`src/rtl/cst_pkg.sv`:
```
package cst_pkg;

    typedef enum logic [2:0] {
        M_IDLE,
        M_IDENT,
        M_NUMBER,
        M_STRING,
        M_EQ,
        M_LT,
        M_GT,
        M_BANG
    } t_mode;

    localparam logic [4:0] K_EOF     = 5'd0;
    localparam logic [4:0] K_IDENT   = 5'd1;
    localparam logic [4:0] K_NUMBER  = 5'd2;
    localparam logic [4:0] K_STRING  = 5'd3;
    localparam logic [4:0] K_KW_BASE = 5'd4;
    localparam logic [4:0] K_PLUS    = 5'd11;
    localparam logic [4:0] K_MINUS   = 5'd12;
    localparam logic [4:0] K_STAR    = 5'd13;
    localparam logic [4:0] K_SLASH   = 5'd14;
    localparam logic [4:0] K_ASSIGN  = 5'd15;
    localparam logic [4:0] K_EQ_EQ   = 5'd16;
    localparam logic [4:0] K_NOT_EQ  = 5'd17;
    localparam logic [4:0] K_LESS    = 5'd18;
    localparam logic [4:0] K_GREATER = 5'd19;
    localparam logic [4:0] K_LESS_EQ = 5'd20;
    localparam logic [4:0] K_GR_EQ   = 5'd21;
    localparam logic [4:0] K_SEMI    = 5'd22;
    localparam logic [4:0] K_COMMA   = 5'd23;
    localparam logic [4:0] K_LPAREN  = 5'd24;
    localparam logic [4:0] K_RPAREN  = 5'd25;
    localparam logic [4:0] K_LBRACE  = 5'd26;
    localparam logic [4:0] K_RBRACE  = 5'd27;
    localparam logic [4:0] K_LBRACK  = 5'd28;
    localparam logic [4:0] K_RBRACK  = 5'd29;
    localparam logic [4:0] K_UNKNOWN = 5'd30;

    localparam logic [7:0] C_LF = 8'd10;

    localparam int unsigned NUM_KW = 7;

    localparam logic [7:0] KW_TEXT [NUM_KW][6] = '{
        '{"i", "n", "t", 8'h00, 8'h00, 8'h00},
        '{"r", "e", "t", "u", "r", "n"},
        '{"i", "f", 8'h00, 8'h00, 8'h00, 8'h00},
        '{"e", "l", "s", "e", 8'h00, 8'h00},
        '{"w", "h", "i", "l", "e", 8'h00},
        '{"f", "o", "r", 8'h00, 8'h00, 8'h00},
        '{"m", "a", "i", "n", 8'h00, 8'h00}
    };

    localparam logic [2:0] KW_LEN [NUM_KW] = '{3'd3, 3'd6, 3'd2, 3'd4, 3'd5, 3'd3, 3'd4};

    typedef struct packed {
        logic [4:0]         kind;
        logic signed [31:0] value;
        logic [7:0]         length;
        logic [15:0]        line;
        logic [15:0]        column;
        logic               last;
    } t_token;

    typedef struct packed {
        logic [1:0] count;
        t_token     tok0;
        t_token     tok1;
    } t_lex_out;

    // len is the stored length clipped to 7, which matches no keyword
    function automatic logic [4:0] ident_kind(input logic [5:0][7:0] chars,
                                              input logic [2:0] len);
        logic [4:0] kind;
        logic       same;
        kind = K_IDENT;
        for (int k = NUM_KW - 1; k >= 0; k--) begin
            same = (len == KW_LEN[k]);
            for (int i = 0; i < 6; i++) begin
                if ((3'(i) < KW_LEN[k]) && (chars[i] != KW_TEXT[k][i])) begin
                    same = 1'b0;
                end
            end
            if (same) begin
                kind = K_KW_BASE + 5'(k);
            end
        end
        return kind;
    endfunction

    function automatic logic [4:0] single_kind(input logic [7:0] c);
        logic [4:0] kind;
        unique case (c)
            "+":     kind = K_PLUS;
            "-":     kind = K_MINUS;
            "*":     kind = K_STAR;
            "/":     kind = K_SLASH;
            ";":     kind = K_SEMI;
            ",":     kind = K_COMMA;
            "(":     kind = K_LPAREN;
            ")":     kind = K_RPAREN;
            "{":     kind = K_LBRACE;
            "}":     kind = K_RBRACE;
            "[":     kind = K_LBRACK;
            "]":     kind = K_RBRACK;
            default: kind = K_UNKNOWN;
        endcase
        return kind;
    endfunction

    function automatic t_token make_token(input logic [4:0] kind,
                                          input logic [31:0] value,
                                          input logic [7:0] length,
                                          input logic [15:0] line,
                                          input logic [15:0] column);
        t_token t;
        t.kind   = kind;
        t.value  = value;
        t.length = length;
        t.line   = line;
        t.column = column;
        t.last   = 1'b0;
        return t;
    endfunction

endpackage

```
`src/rtl/cst_lexer.sv`:
```
module cst_lexer #(
    parameter int unsigned     MAX_TOKEN_LENGTH = 255,
    parameter longint unsigned MAX_LINE         = 65535
) (
    input  logic                i_clk,
    input  logic                i_rst_n,
    input  logic                i_accept,
    input  logic [7:0]          i_char_code,
    input  logic                i_end_of_input,
    output cst_pkg::t_lex_out   o_result
);

    localparam int RW  = $clog2(MAX_TOKEN_LENGTH + 1);
    localparam int LW  = $clog2(MAX_LINE + 1);
    localparam int RWX = (RW > 8) ? RW : 8;
    localparam int LWX = (LW > 16) ? LW : 16;

    cst_pkg::t_mode   r_mode, n_mode;
    logic [5:0][7:0]  r_kw, n_kw;
    logic [RW-1:0]    r_run, n_run;
    logic [31:0]      r_accum, n_accum;
    logic [LW-1:0]    r_line, n_line;
    logic [15:0]      r_col, n_col;
    logic [15:0]      r_start, n_start;

    logic [7:0]       c;
    logic             is_alpha, is_digit, is_ws;
    logic [31:0]      digit;
    logic [LW-1:0]    adv_line;
    logic [15:0]      adv_col;
    logic [RW-1:0]    run_inc;
    logic [RWX-1:0]   run_x;
    logic [LWX-1:0]   line_x;
    logic [7:0]       len8;
    logic [15:0]      line16;
    logic [2:0]       kw_len;
    logic [2:0]       kw_idx;
    cst_pkg::t_token  fl_tok, single_tok, tok_a, tok_b;
    logic             fl_valid, single_valid, a_valid, b_valid, do_begin;

    assign c        = i_char_code;
    assign is_alpha = ((c >= "a") && (c <= "z")) || ((c >= "A") && (c <= "Z")) || (c == "_");
    assign is_digit = (c >= "0") && (c <= "9");
    assign is_ws    = (c == " ") || (c == 8'h09) || (c == 8'h0D) || (c == cst_pkg::C_LF);
    assign digit    = 32'(c - "0");

    assign adv_line = ((c == cst_pkg::C_LF) && (r_line < LW'(MAX_LINE))) ? r_line + 1'b1 : r_line;
    assign adv_col  = (c == cst_pkg::C_LF) ? 16'd1 :
                      ((r_col != 16'hFFFF) ? r_col + 16'd1 : r_col);
    assign run_inc  = (r_run < RW'(MAX_TOKEN_LENGTH)) ? r_run + 1'b1 : r_run;

    assign run_x  = RWX'(r_run);
    assign line_x = LWX'(r_line);
    assign len8   = (run_x > RWX'(255)) ? 8'hFF : run_x[7:0];
    assign line16 = (line_x > LWX'(65535)) ? 16'hFFFF : line_x[15:0];
    assign kw_len = (r_run < RW'(7)) ? r_run[2:0] : 3'd7;
    assign kw_idx = r_run[2:0];

    // token pending in the current mode
    always_comb begin
        fl_valid = 1'b1;
        fl_tok   = cst_pkg::make_token(cst_pkg::K_UNKNOWN, 32'd0, 8'd1, line16, r_start);
        unique case (r_mode)
            cst_pkg::M_IDENT:  fl_tok = cst_pkg::make_token(cst_pkg::ident_kind(r_kw, kw_len),
                                                            32'd0, len8, line16, r_start);
            cst_pkg::M_NUMBER: fl_tok = cst_pkg::make_token(cst_pkg::K_NUMBER, r_accum, len8,
                                                            line16, r_start);
            cst_pkg::M_STRING: fl_tok = cst_pkg::make_token(cst_pkg::K_STRING, 32'd0, len8,
                                                            line16, r_start);
            cst_pkg::M_EQ:     fl_tok.kind = cst_pkg::K_ASSIGN;
            cst_pkg::M_LT:     fl_tok.kind = cst_pkg::K_LESS;
            cst_pkg::M_GT:     fl_tok.kind = cst_pkg::K_GREATER;
            cst_pkg::M_BANG:   fl_tok.kind = cst_pkg::K_UNKNOWN;
            default:           fl_valid = 1'b0;
        endcase
    end

    assign single_tok = cst_pkg::make_token(cst_pkg::single_kind(c), 32'd0, 8'd1, line16, r_col);

    always_comb begin
        n_mode       = r_mode;
        n_kw         = r_kw;
        n_run        = r_run;
        n_accum      = r_accum;
        n_line       = r_line;
        n_col        = r_col;
        n_start      = r_start;
        tok_a        = fl_tok;
        tok_b        = single_tok;
        a_valid      = 1'b0;
        b_valid      = 1'b0;
        do_begin     = 1'b0;
        single_valid = 1'b0;

        if (i_end_of_input) begin
            a_valid = fl_valid;
            tok_b   = cst_pkg::make_token(cst_pkg::K_EOF, 32'd0, 8'd0, line16, r_col);
            b_valid = 1'b1;
            n_mode  = cst_pkg::M_IDLE;
        end else begin
            unique case (r_mode)
                cst_pkg::M_IDENT: begin
                    if (is_alpha || is_digit) begin
                        if (r_run < RW'(6)) begin
                            n_kw[kw_idx] = c;
                        end
                        n_run  = run_inc;
                        n_line = adv_line;
                        n_col  = adv_col;
                    end else begin
                        do_begin = 1'b1;
                    end
                end
                cst_pkg::M_NUMBER: begin
                    if (is_digit) begin
                        n_accum = (r_accum << 3) + (r_accum << 1) + digit;
                        n_run   = run_inc;
                        n_line  = adv_line;
                        n_col   = adv_col;
                    end else begin
                        do_begin = 1'b1;
                    end
                end
                cst_pkg::M_STRING: begin
                    if (c == "\"") begin
                        a_valid = 1'b1;
                        n_mode  = cst_pkg::M_IDLE;
                    end else begin
                        n_run = run_inc;
                    end
                    n_line = adv_line;
                    n_col  = adv_col;
                end
                cst_pkg::M_EQ, cst_pkg::M_LT, cst_pkg::M_GT, cst_pkg::M_BANG: begin
                    if (c == "=") begin
                        tok_a        = fl_tok;
                        tok_a.length = 8'd2;
                        unique case (r_mode)
                            cst_pkg::M_EQ: tok_a.kind = cst_pkg::K_EQ_EQ;
                            cst_pkg::M_LT: tok_a.kind = cst_pkg::K_LESS_EQ;
                            cst_pkg::M_GT: tok_a.kind = cst_pkg::K_GR_EQ;
                            default:       tok_a.kind = cst_pkg::K_NOT_EQ;
                        endcase
                        a_valid = 1'b1;
                        n_mode  = cst_pkg::M_IDLE;
                        n_line  = adv_line;
                        n_col   = adv_col;
                    end else begin
                        do_begin = 1'b1;
                    end
                end
                default: do_begin = 1'b1;
            endcase
        end

        // close the pending token, then start a new one with this byte
        if (do_begin) begin
            a_valid = fl_valid;
            n_start = r_col;
            n_run   = '0;
            n_line  = adv_line;
            n_col   = adv_col;
            n_mode  = cst_pkg::M_IDLE;
            if (is_ws) begin
                n_mode = cst_pkg::M_IDLE;
            end else if (is_alpha) begin
                n_mode = cst_pkg::M_IDENT;
                n_kw   = '0;
                n_kw[0] = c;
                n_run  = RW'(1);
            end else if (is_digit) begin
                n_mode  = cst_pkg::M_NUMBER;
                n_accum = digit;
                n_run   = RW'(1);
            end else if (c == "\"") begin
                n_mode = cst_pkg::M_STRING;
            end else if (c == "=") begin
                n_mode = cst_pkg::M_EQ;
            end else if (c == "<") begin
                n_mode = cst_pkg::M_LT;
            end else if (c == ">") begin
                n_mode = cst_pkg::M_GT;
            end else if (c == "!") begin
                n_mode = cst_pkg::M_BANG;
            end else begin
                single_valid = 1'b1;
            end
            b_valid = single_valid;
        end
    end

    always_comb begin
        o_result = '0;
        if (a_valid) begin
            o_result.tok0      = tok_a;
            o_result.tok0.last = !b_valid;
            o_result.tok1      = tok_b;
            o_result.tok1.last = 1'b1;
            o_result.count     = b_valid ? 2'd2 : 2'd1;
        end else begin
            o_result.tok0      = tok_b;
            o_result.tok0.last = 1'b1;
            o_result.tok1      = tok_b;
            o_result.count     = b_valid ? 2'd1 : 2'd0;
        end
    end

    always_ff @(posedge i_clk) begin
        if (!i_rst_n) begin
            r_mode  <= cst_pkg::M_IDLE;
            r_kw    <= '0;
            r_run   <= '0;
            r_accum <= '0;
            r_line  <= LW'(1);
            r_col   <= 16'd1;
            r_start <= 16'd1;
        end else if (i_accept) begin
            r_mode  <= n_mode;
            r_kw    <= n_kw;
            r_run   <= n_run;
            r_accum <= n_accum;
            r_line  <= n_line;
            r_col   <= n_col;
            r_start <= n_start;
        end
    end

endmodule

```
`src/rtl/c_subset_tokenizer_top.sv`:
```
// a token word enters the output queue when the byte that ends it is accepted
// throughput: one byte per cycle unless stalled; a byte yielding two tokens writes two
// words into the four-word output queue; input stalls while three or more words wait
// reset: synchronous, active low; idle mode, line and column 1, output queue empty
module c_subset_tokenizer_top #(
    parameter int unsigned     MAX_TOKEN_LENGTH = 255,
    parameter longint unsigned MAX_LINE         = 65535
) (
    input  logic               i_clk,
    input  logic               i_rst_n,
    input  logic               i_in_valid,
    output logic               o_in_stall,
    input  logic [7:0]         i_char_code,
    input  logic               i_end_of_input,
    output logic               o_out_valid,
    input  logic               i_out_stall,
    output logic [4:0]         o_token_kind,
    output logic signed [31:0] o_number_value,
    output logic [7:0]         o_token_length,
    output logic [15:0]        o_line_number,
    output logic [15:0]        o_column_number,
    output logic               o_last_of_run
);

    logic              in_accept;
    logic              pop;
    cst_pkg::t_lex_out lex;
    cst_pkg::t_token   r_fifo [4];
    cst_pkg::t_token   head;
    logic [1:0]        r_wr, r_rd;
    logic [2:0]        r_count;
    logic [1:0]        push_n;

    assign o_in_stall  = (r_count > 3'd2);
    assign in_accept   = i_in_valid && !o_in_stall;
    assign o_out_valid = (r_count != 3'd0);
    assign pop         = o_out_valid && !i_out_stall;
    assign push_n      = in_accept ? lex.count : 2'd0;

    cst_lexer #(
        .MAX_TOKEN_LENGTH(MAX_TOKEN_LENGTH),
        .MAX_LINE(MAX_LINE)
    ) u_lexer (
        .i_clk(i_clk),
        .i_rst_n(i_rst_n),
        .i_accept(in_accept),
        .i_char_code(i_char_code),
        .i_end_of_input(i_end_of_input),
        .o_result(lex)
    );

    always_ff @(posedge i_clk) begin
        if (push_n != 2'd0) begin
            r_fifo[r_wr] <= lex.tok0;
        end
        if (push_n == 2'd2) begin
            r_fifo[r_wr + 2'd1] <= lex.tok1;
        end
    end

    always_ff @(posedge i_clk) begin
        if (!i_rst_n) begin
            r_wr    <= '0;
            r_rd    <= '0;
            r_count <= '0;
        end else begin
            r_wr    <= r_wr + push_n;
            r_rd    <= r_rd + {1'b0, pop};
            r_count <= r_count + {1'b0, push_n} - {2'b00, pop};
        end
    end

    assign head            = r_fifo[r_rd];
    assign o_token_kind    = head.kind;
    assign o_number_value  = head.value;
    assign o_token_length  = head.length;
    assign o_line_number   = head.line;
    assign o_column_number = head.column;
    assign o_last_of_run   = head.last;

    a_queue_bound: assert property (@(posedge i_clk) disable iff (!i_rst_n)
        r_count <= 3'd4)
        else $error("output queue overflow");

    a_eof_ends_run: assert property (@(posedge i_clk) disable iff (!i_rst_n)
        (o_out_valid && (o_token_kind == cst_pkg::K_EOF)) |-> o_last_of_run)
        else $error("eof word not last of run");

    a_value_only_number: assert property (@(posedge i_clk) disable iff (!i_rst_n)
        (o_out_valid && (o_token_kind != cst_pkg::K_NUMBER)) |-> (o_number_value == 32'sd0))
        else $error("nonzero value on non-number token");

    a_eoi_yields: assert property (@(posedge i_clk) disable iff (!i_rst_n)
        (in_accept && i_end_of_input) |=> (r_count != 3'd0))
        else $error("end of input produced no word");

endmodule
```
`config.mk`:
```
export PLATFORM = sky130hd
export DESIGN_NAME = c_subset_tokenizer_top
export DESIGN_NICKNAME = d
export VERILOG_FILES = /design/src/rtl/cst_pkg.sv /design/src/rtl/cst_lexer.sv /design/src/rtl/c_subset_tokenizer_top.sv
export SDC_FILE = /design/constraint.sdc
export NUM_CORES = 1
export LEC_CHECK = 0
export ABC_CLOCK_PERIOD_IN_PS = 7500
export BUFFER_PORTS_ARGS = -buffer_cell sky130_fd_sc_hd__buf_2
export CORE_MARGIN = 2
export CORE_UTILIZATION = 25
export DETAILED_ROUTE_END_ITERATION = 8
export SETUP_SLACK_MARGIN = 0.1
export SLEW_MARGIN = 10
export SYNTH_ARGS = -nofsm -noshare
export SYNTH_HDL_FRONTEND = slang
export SYNTH_SLANG_ARGS = --single-unit
```
`constraint.sdc`:
```
create_clock -name i_clk -period 7.5 [get_ports i_clk]
set_input_delay 1.5 -clock i_clk [delete_from_list [all_inputs] [get_ports i_clk]]
set_output_delay 1.5 -clock i_clk [all_outputs]
set_load 0.01 [all_outputs]
```
=== Yosys cells after proc, flatten, opt, wreduce, memory -nomap -nowiden ===
Memories as Yosys holds them, arrays and structs flattened. A register that Yosys moved wholly into a read port is not among the register bits.
Cells that the tools add are included.

* Latch bits: 0
* Memories kept: 1
* Memory bits (read-only): 0
* Register bits after elaboration: 146
* Input port bits: 13
* Memory bits (writable): 312

{| class="wikitable"
|+ Memories
! name !! words !! bits a word !! rd ports !! clocked after memory_dff !! write ports !! RTL line !! RTL
|-
| r_fifo || 4 || 78 || 1 || 1 || 2 || c_subset_tokenizer_top.sv:28 || <nowiki>cst_pkg::t_token r_fifo [4];</nowiki>
|}

* Bitwise operators: 0
* Reduce and logical (&&, ||, !) cells: 28
* Divide/modulo/power cells: 0
* Shift operators: 0
* Magnitude comparators: 15
* Multiplexer cells: 137
* $add $sub $neg: 11
* Equal/unequal tests: 67
* $mul: 0

{| class="wikitable"
|+ Operators with widths
! operator !! number
|-
| 2-to-1 mux 48 bit || 7
|-
| 2-to-1 mux 78 bit || 4
|-
| 2-to-1 mux 16 bit || 14
|-
| 2-to-1 mux 32 bit || 7
|-
| != test 8 x 7 -> 1 bit (second input constant) || 24
|-
| 2-to-1 mux 158 bit || 1
|-
| case mux 73 bit (2 select lines) || 1
|-
| case mux 16 bit (4 select lines) || 2
|-
| == test 8 x 6 -> 1 bit (second input constant) || 14
|-
| 2-to-1 mux 8 bit || 10
|-
| adder 32 bit || 2
|-
| case mux 5 bit (12 select lines) || 1
|-
| 2-to-1 mux 1 bit || 59
|-
| bitwise mux 48 bit || 1
|-
| == test 8 x 7 -> 1 bit (second input constant) || 5
|-
| 2-to-1 mux 3 bit || 13
|-
| adder 16 x 1 -> 16 bit (second input constant) || 2
|-
| case mux 5 bit (6 select lines) || 1
|-
| 2-to-1 mux 4 bit || 7
|-
| demux 8 bit (select 3 bit) || 1
|-
| == test 8 x 4 -> 1 bit (second input constant) || 3
|-
| case mux 8 bit (3 select lines) || 1
|-
| == test 3 bit (second input constant) || 7
|-
| greater-or-equal comparator 8 x 7 -> 1 bit (second input constant) || 2
|-
| other kinds (44) || 69
|}

=== Logic depth before layout (Yosys ltp) ===
* Depth after elaboration: 24
* Mapped depth: 22
* Depth with buffers taken out: 19

=== Cells and area by module ===
Synthesis repeated with hierarchy kept, for this count alone.

* Cell total of the unflattened synthesis: 2005
* Area, all modules: 25704.7 µm²

{| class="wikitable"
|+ Modules (own cells, without submodules)
! module !! area each (µm²) !! cells each !! times used
|-
| c_subset_tokenizer_top || 15822.7 || 813 || 1
|-
| cst_lexer || 9882.0 || 1192 || 1
|}

=== Worst setup path before layout ===
No wires, ideal clock.

* Path type: input to register
* From: in i_char_code[4]
* To: reg u_lexer.r_accum[31]
* Data arrival time: 6.653 ns
* Library setup time: 0.078 ns
* Setup slack: 0.769 ns
* Stages on the path: 12
* Buffers on the path: 1
* Cells stage by stage: ha_1 -> buf_2 -> nor2_1 -> fa_1 -> ha_1 -> and3_1 -> a221o_1 -> o211ai_1 -> a311oi_1 -> o311a_1 -> o221a_2 -> nor3_1

* Longest elaborated chain between the ends: 9
* Elaborated cells on any way between the ends: 35
* Classes of those cells: 2 x add/sub; 6 x order compare; 6 x eq/ne; 12 x mux; 9 x reduce/logical

{| class="wikitable"
|+ Ends and longest elaborated chain
! what !! RTL line !! RTL
|-
| start, declared || c_subset_tokenizer_top.sv:13 || <nowiki>input logic [7:0] i_char_code,</nowiki>
|-
| subtractor 8 x 6 -> 9 bit (tied with other cells) || cst_lexer.sv:45 || <nowiki>assign digit = 32'(c - "0");</nowiki>
|-
| adder 32 bit (tied with other cells) || cst_lexer.sv:116 || <nowiki>n_accum = (r_accum << 3) + (r_accum << 1) + digit;</nowiki>
|-
| 2-to-1 mux 32 bit or logical OR 1 bit (tied branches) || cst_lexer.sv:115, cst_lexer.sv:42 ||
|-
| 2-to-1 mux 32 bit or logical OR 1 bit (tied branches) || cst_lexer.sv:101, cst_lexer.sv:42 ||
|-
| 2-to-1 mux 32 bit or logical OR 1 bit (tied branches) || cst_lexer.sv:95, cst_lexer.sv:103 ||
|-
| 2-to-1 mux 32 bit or 2-to-1 mux 1 bit (tied branches) || cst_lexer.sv:171, cst_lexer.sv:103 ||
|-
| 2-to-1 mux 32 bit or case mux 1 bit (4 select lines) (tied branches) || cst_lexer.sv:166, cst_lexer.sv:101 ||
|-
| 2-to-1 mux 32 bit or 2-to-1 mux 1 bit (tied branches) || cst_lexer.sv:164, cst_lexer.sv:95 ||
|-
| 2-to-1 mux 32 bit * || cst_lexer.sv:157 || <nowiki>if (do_begin) begin</nowiki>
|-
| end signal, assigned || cst_lexer.sv:221 || <nowiki>r_accum <= n_accum;</nowiki>
|-
| end, declared || cst_lexer.sv:21 || <nowiki>logic [31:0] r_accum, n_accum;</nowiki>
|}

Mark *: on every way between the ends. The rest lies on a longest branch, timed or not.
A chain may end at the register's enable or synchronous reset.

==> impl_results.html <==
<table>
<tr><th>Metric</th><th>Value</th></tr>
<tr><th colspan="2">Run status</th></tr>
<tr><td>Outcome</td><td>complete, no violations</td></tr>
<tr><th colspan="2">Clock network</th></tr>
<tr><td>Worst-skew pair later-pin latency</td><td>0.63 ns</td></tr>
<tr><td>Post-CTS Setup Bufs</td><td>0</td></tr>
<tr><td>Total CTS buffers</td><td>50</td></tr>
<tr><td>Clock slew at reported path FFs</td><td>0.06 ns</td></tr>
<tr><td>Clk root buf</td><td>sky130_fd_sc_hd__clkbuf_16</td></tr>
<tr><td>Buffer depth of the longest clock path</td><td>3</td></tr>
<tr><td>CTS hold repair buffers</td><td>0</td></tr>
<tr><td>H-tree Lvls</td><td>2</td></tr>
<tr><td>TritonCTS sink count</td><td>458</td></tr>
<tr><td>TritonCTS clock tree</td><td>yes</td></tr>
<tr><td>Quantity of gates resized following cts</td><td>0</td></tr>
<tr><th colspan="2">STA</th></tr>
<tr><td>Fin Clk Skew</td><td>0.0467 ns</td></tr>
<tr><td>Number of hold violations in the final report</td><td>0</td></tr>
<tr><td>Max-slew headroom at the worst pin</td><td>0.300</td></tr>
<tr><td>Final slew viol count</td><td>0</td></tr>
<tr><td>Finish-stage setup viols</td><td>0</td></tr>
<tr><td>Unrepaired setup endpoints after global routing</td><td>no</td></tr>
<tr><td>Fraction of the cycle the final worst path needs</td><td>0.801</td></tr>
<tr><td>Worst Max-Slew Pin Slew</td><td>1.05 ns</td></tr>
<tr><td>Final sum of negative setup slack</td><td>0 ns</td></tr>
<tr><td>F_max</td><td>0.167 GHz</td></tr>
<tr><td>Period minus WS final</td><td>6.01 ns</td></tr>
<tr><td>Min setup slack post-route</td><td>1.49 ns</td></tr>
<tr><th colspan="2">Floorplanning</th></tr>
<tr><td>Standard-cell rows</td><td>109</td></tr>
<tr><td>I/O pin count</td><td>93</td></tr>
<tr><td>Starting utilization of the core area</td><td>0.251</td></tr>
<tr><td>X dimension of the die</td><td>302 um</td></tr>
<tr><td>Placeable core region</td><td>88100 um^2</td></tr>
<tr><td>Vertical die dimension</td><td>302 um</td></tr>
<tr><td>Die area</td><td>91000 um^2</td></tr>
<tr><th colspan="2">Power and ir drop</th></tr>
<tr><td>IR Drop Worst-Case VDD</td><td>0.192 mV</td></tr>
<tr><td>Total design power</td><td>6.26 mW</td></tr>
<tr><td>Power per standard cell area</td><td>245 nW/um^2</td></tr>
<tr><td>Leakage Power</td><td>8.87 nW</td></tr>
<tr><th colspan="2">GRT</th></tr>
<tr><td>Overall overflow remaining after global route</td><td>0</td></tr>
<tr><td>Pin count of the biggest net entering global routing</td><td>74</td></tr>
<tr><td>Vias in the first global route</td><td>15710</td></tr>
<tr><td>Global Route Usage Sum</td><td>0.134</td></tr>
<tr><td>Wire length of the first global-routing pass</td><td>95.6 mm</td></tr>
<tr><td>Antenna violations before repair</td><td>9</td></tr>
<tr><th colspan="2">Cells and area</th></tr>
<tr><td>Total number of nets in the final design</td><td>2100</td></tr>
<tr><td>Design Area, Final</td><td>25500 um^2</td></tr>
<tr><td>Growth of design area from synthesis to finish</td><td>15.3%</td></tr>
<tr><td>Layout cells sized above 1</td><td>0.166</td></tr>
<tr><td>Diodes inserted</td><td>0</td></tr>
<tr><th colspan="2">Logic synthesis</th></tr>
<tr><td>Yosys reg bits</td><td>458</td></tr>
<tr><td>Cell type with the largest total area after synthesis</td><td>sky130_fd_sc_hd__dfxtp_1</td></tr>
<tr><td>Share of the yosys chip area belonging to registers</td><td>0.485</td></tr>
<tr><td>Syn Nets</td><td>2077</td></tr>
<tr><td>Largest cells by area after synthesis</td><td>sky130_fd_sc_hd__dfxtp_1 (27%), sky130_fd_sc_hd__edfxtp_1 (21%), sky130_fd_sc_hd__mux4_2 (7.9%)</td></tr>
<tr><td>Cell area after technology mapping</td><td>22100 um^2</td></tr>
<tr><td>Synth top cells by count</td><td>sky130_fd_sc_hd__dfxtp_1 (302), sky130_fd_sc_hd__nand2_1 (174), sky130_fd_sc_hd__edfxtp_1 (156)</td></tr>
<tr><td>Number of distinct standard cells referenced by the synthesized netlist</td><td>89</td></tr>
<tr><td>Post-synth ARST share</td><td>0</td></tr>
<tr><td>Synth warnings</td><td>0</td></tr>
<tr><td>Share of Yosys cell area claimed by the top area cell type</td><td>0.273</td></tr>
<tr><td>Mean instance size in the synthesized netlist</td><td>11.1 um^2</td></tr>
<tr><td>Most frequent cell after synthesis</td><td>sky130_fd_sc_hd__dfxtp_1</td></tr>
<tr><td>Synthesized instance count</td><td>1988</td></tr>
<tr><td>Most common flop cell mapped by yosys</td><td>sky130_fd_sc_hd__dfxtp_1</td></tr>
<tr><td>Number of synthesized flops with an enable pin</td><td>156</td></tr>
<tr><th colspan="2">Route</th></tr>
<tr><td>Remaining antenna violation count after routing</td><td>0</td></tr>
<tr><td>Routed wire length</td><td>61.6 mm</td></tr>
<tr><td>Vias per std cell</td><td>5.10</td></tr>
<tr><td>Iter 0 DRT Violations</td><td>1343</td></tr>
<tr><td>Post-detailed-route DRC marker count</td><td>0</td></tr>
<tr><td>First drt pass iteration count</td><td>7</td></tr>
<tr><td>Routed wire length per instance</td><td>19.2 um</td></tr>
<tr><td>Detailed-route via count</td><td>16419</td></tr>
<tr><th colspan="2">Setup path</th></tr>
<tr><td>Reg2Reg Setup Slack</td><td>2.49 ns</td></tr>
<tr><td>WS Path Type</td><td>in2reg</td></tr>
<tr><td>Required time at the endpoint of the critical path</td><td>7.77 ns</td></tr>
<tr><td>Kind of end point of the critical path</td><td>register</td></tr>
<tr><td>CP max FO</td><td>24</td></tr>
<tr><td>Launching instance or port of the critical path</td><td>i_char_code[4]</td></tr>
<tr><td>Worst reg2reg startpoint</td><td>u_lexer.r_mode[1]</td></tr>
<tr><td>Critical path startpoint category</td><td>input port</td></tr>
<tr><td>Crit path arrival time</td><td>6.27 ns</td></tr>
<tr><td>R2R cell count</td><td>15</td></tr>
<tr><th colspan="2">Placed design</th></tr>
<tr><td>Setup slack at placement</td><td>0.977 ns</td></tr>
<tr><td>Placed cell areas</td><td>23800 um^2</td></tr>
<tr><td>Port bufs</td><td>92</td></tr>
<tr><td>Placed wire-length estimate after detailed placement</td><td>40.5 mm</td></tr>
<tr><td>Final RePlAce weighted congestion</td><td>0.823</td></tr>
<tr><th colspan="2">Worst hold path</th></tr>
<tr><td>Tightest Hold Check Type</td><td>reg2reg</td></tr>
<tr><td>Hold path depth</td><td>2</td></tr>
<tr><td>Worst min-delay path startpoint</td><td>u_lexer.r_kw[7]</td></tr>
<tr><th colspan="2">Job</th></tr>
<tr><td>Max-capacitance violation count</td><td>0</td></tr>
</table>
==> where the power goes <==
group	internal, mW	switching [mW]
Sequential	2.65	0.137
Clock	1.48	1.06
Combinational	0.384	0.551
Total	4.52	1.75
==> layout make-up <==
cell class	instances	area, um^2
Clock buffer	72	1470
Inverter	45	171
Multi-Input combinational cell	1333	10700
Tap cell	1165	1460
Clock inverter	21	270
Fill cell	9061	62600
Sequential cell	458	10700
Timing Repair Buffer	123	731
==> sequential cells by signal (all words and copies together) (netlist names) <==
name and cells:
u_lexer.r_mode 3, u_lexer.r_kw 48, r_count 3, r_wr 2, u_lexer.line_x 16, r_rd 2
u_lexer.r_accum 32, u_lexer.r_col 16, u_lexer.r_start 16, u_lexer.r_run 8, r_fifo 312
==> cells in the final DEF, fill, tap and decap left out, types with 10 or more instances in the layout <==
cell,instances
sky130_fd_sc_hd__nor3b_1,10
sky130_fd_sc_hd__nor2b_1,36
sky130_fd_sc_hd__xnor2_1,38
sky130_fd_sc_hd__nand2_1,174
sky130_fd_sc_hd__mux4_2,78
sky130_fd_sc_hd__nor3_1,23
sky130_fd_sc_hd__ha_1,46
sky130_fd_sc_hd__a22o_1,64
sky130_fd_sc_hd__o22ai_1,46
sky130_fd_sc_hd__and2_1,43
sky130_fd_sc_hd__o2bb2ai_1,17
sky130_fd_sc_hd__mux2i_1,10
sky130_fd_sc_hd__o21a_1,13
sky130_fd_sc_hd__buf_4,28
sky130_fd_sc_hd__and3_1,11
sky130_fd_sc_hd__fa_1,30
sky130_fd_sc_hd__buf_2,92
sky130_fd_sc_hd__edfxtp_1,156
sky130_fd_sc_hd__o21ai_0,75
sky130_fd_sc_hd__dfxtp_1,300
sky130_fd_sc_hd__clkbuf_16,52
sky130_fd_sc_hd__a21oi_1,86
sky130_fd_sc_hd__nand4_1,15
sky130_fd_sc_hd__a32o_1,136
sky130_fd_sc_hd__nor2_1,111
sky130_fd_sc_hd__clkbuf_1,11
sky130_fd_sc_hd__xor2_1,29
sky130_fd_sc_hd__nand3_1,37
sky130_fd_sc_hd__nand2b_1,14
sky130_fd_sc_hd__inv_1,39
sky130_fd_sc_hd__a21o_1,12
sky130_fd_sc_hd__nor4_1,11
==> worst paths after layout <==
| kind | end |
|---|---|
| worst max-delay path | r_fifo[2][14] |
| worst min-delay path | u_lexer.r_kw[7] |
| worst max register to register | r_fifo[2][14] |
| worst min register to register | u_lexer.r_kw[7] |
==> cells by family after synthesis <==
kind of cell,after synthesis,synth area share
AO/OA/AOI/OAI,538,0.185
flip-flops,458,0.485
adder cells (fa/ha/maj),76,0.0531
AND/OR/NAND/NOR,563,0.131
buffers and inverters,197,0.0358
multiplexers,89,0.0845
XOR/XNOR,67,0.0265
==> metal layers <==
| layer | GRT usage | up-vias | wire length, um |
|---|---|---|---|
| li1 | - | 7637 | - |
| met1 | 0.189 | 8235 | 28600 |
| met2 | 0.204 | 452 | 27400 |
| met3 | 0.0310 | 87 | 4360 |
| met4 | 0.0348 | 8 | 1200 |
| met5 | 0 | - | 56 |
==> metrics by stage <==
step,utilization,hold WS [ns],cells
2_1_floorplan,-,0.405,1988
3_3_place_gp,0.270,0.418,3124
3_5_place_dp,0.270,0.417,3124
4_1_cts,0.290,0.427,3217
5_1_grt,0.290,0.462,3217
6_report,0.290,0.425,3217
==> critical path, cell delays in order <==
cell,delay (ns)
sky130_fd_sc_hd__buf_2,0.21
sky130_fd_sc_hd__ha_1,0.42
sky130_fd_sc_hd__nor3b_2,0.40
sky130_fd_sc_hd__a31oi_1,0.20
sky130_fd_sc_hd__a21oi_1,0.40
sky130_fd_sc_hd__and3_1,0.22
sky130_fd_sc_hd__o21ai_1,0.08
sky130_fd_sc_hd__nand2b_1,0.52
sky130_fd_sc_hd__inv_4,0.25
sky130_fd_sc_hd__ha_1,0.38
sky130_fd_sc_hd__nor2_1,0.06
sky130_fd_sc_hd__nor2_1,0.32
sky130_fd_sc_hd__nand2_1,0.09
sky130_fd_sc_hd__buf_4,0.19
sky130_fd_sc_hd__and2_2,0.21
sky130_fd_sc_hd__inv_2,0.42
sky130_fd_sc_hd__buf_4,0.38
(Power assumes the default switching activity.)
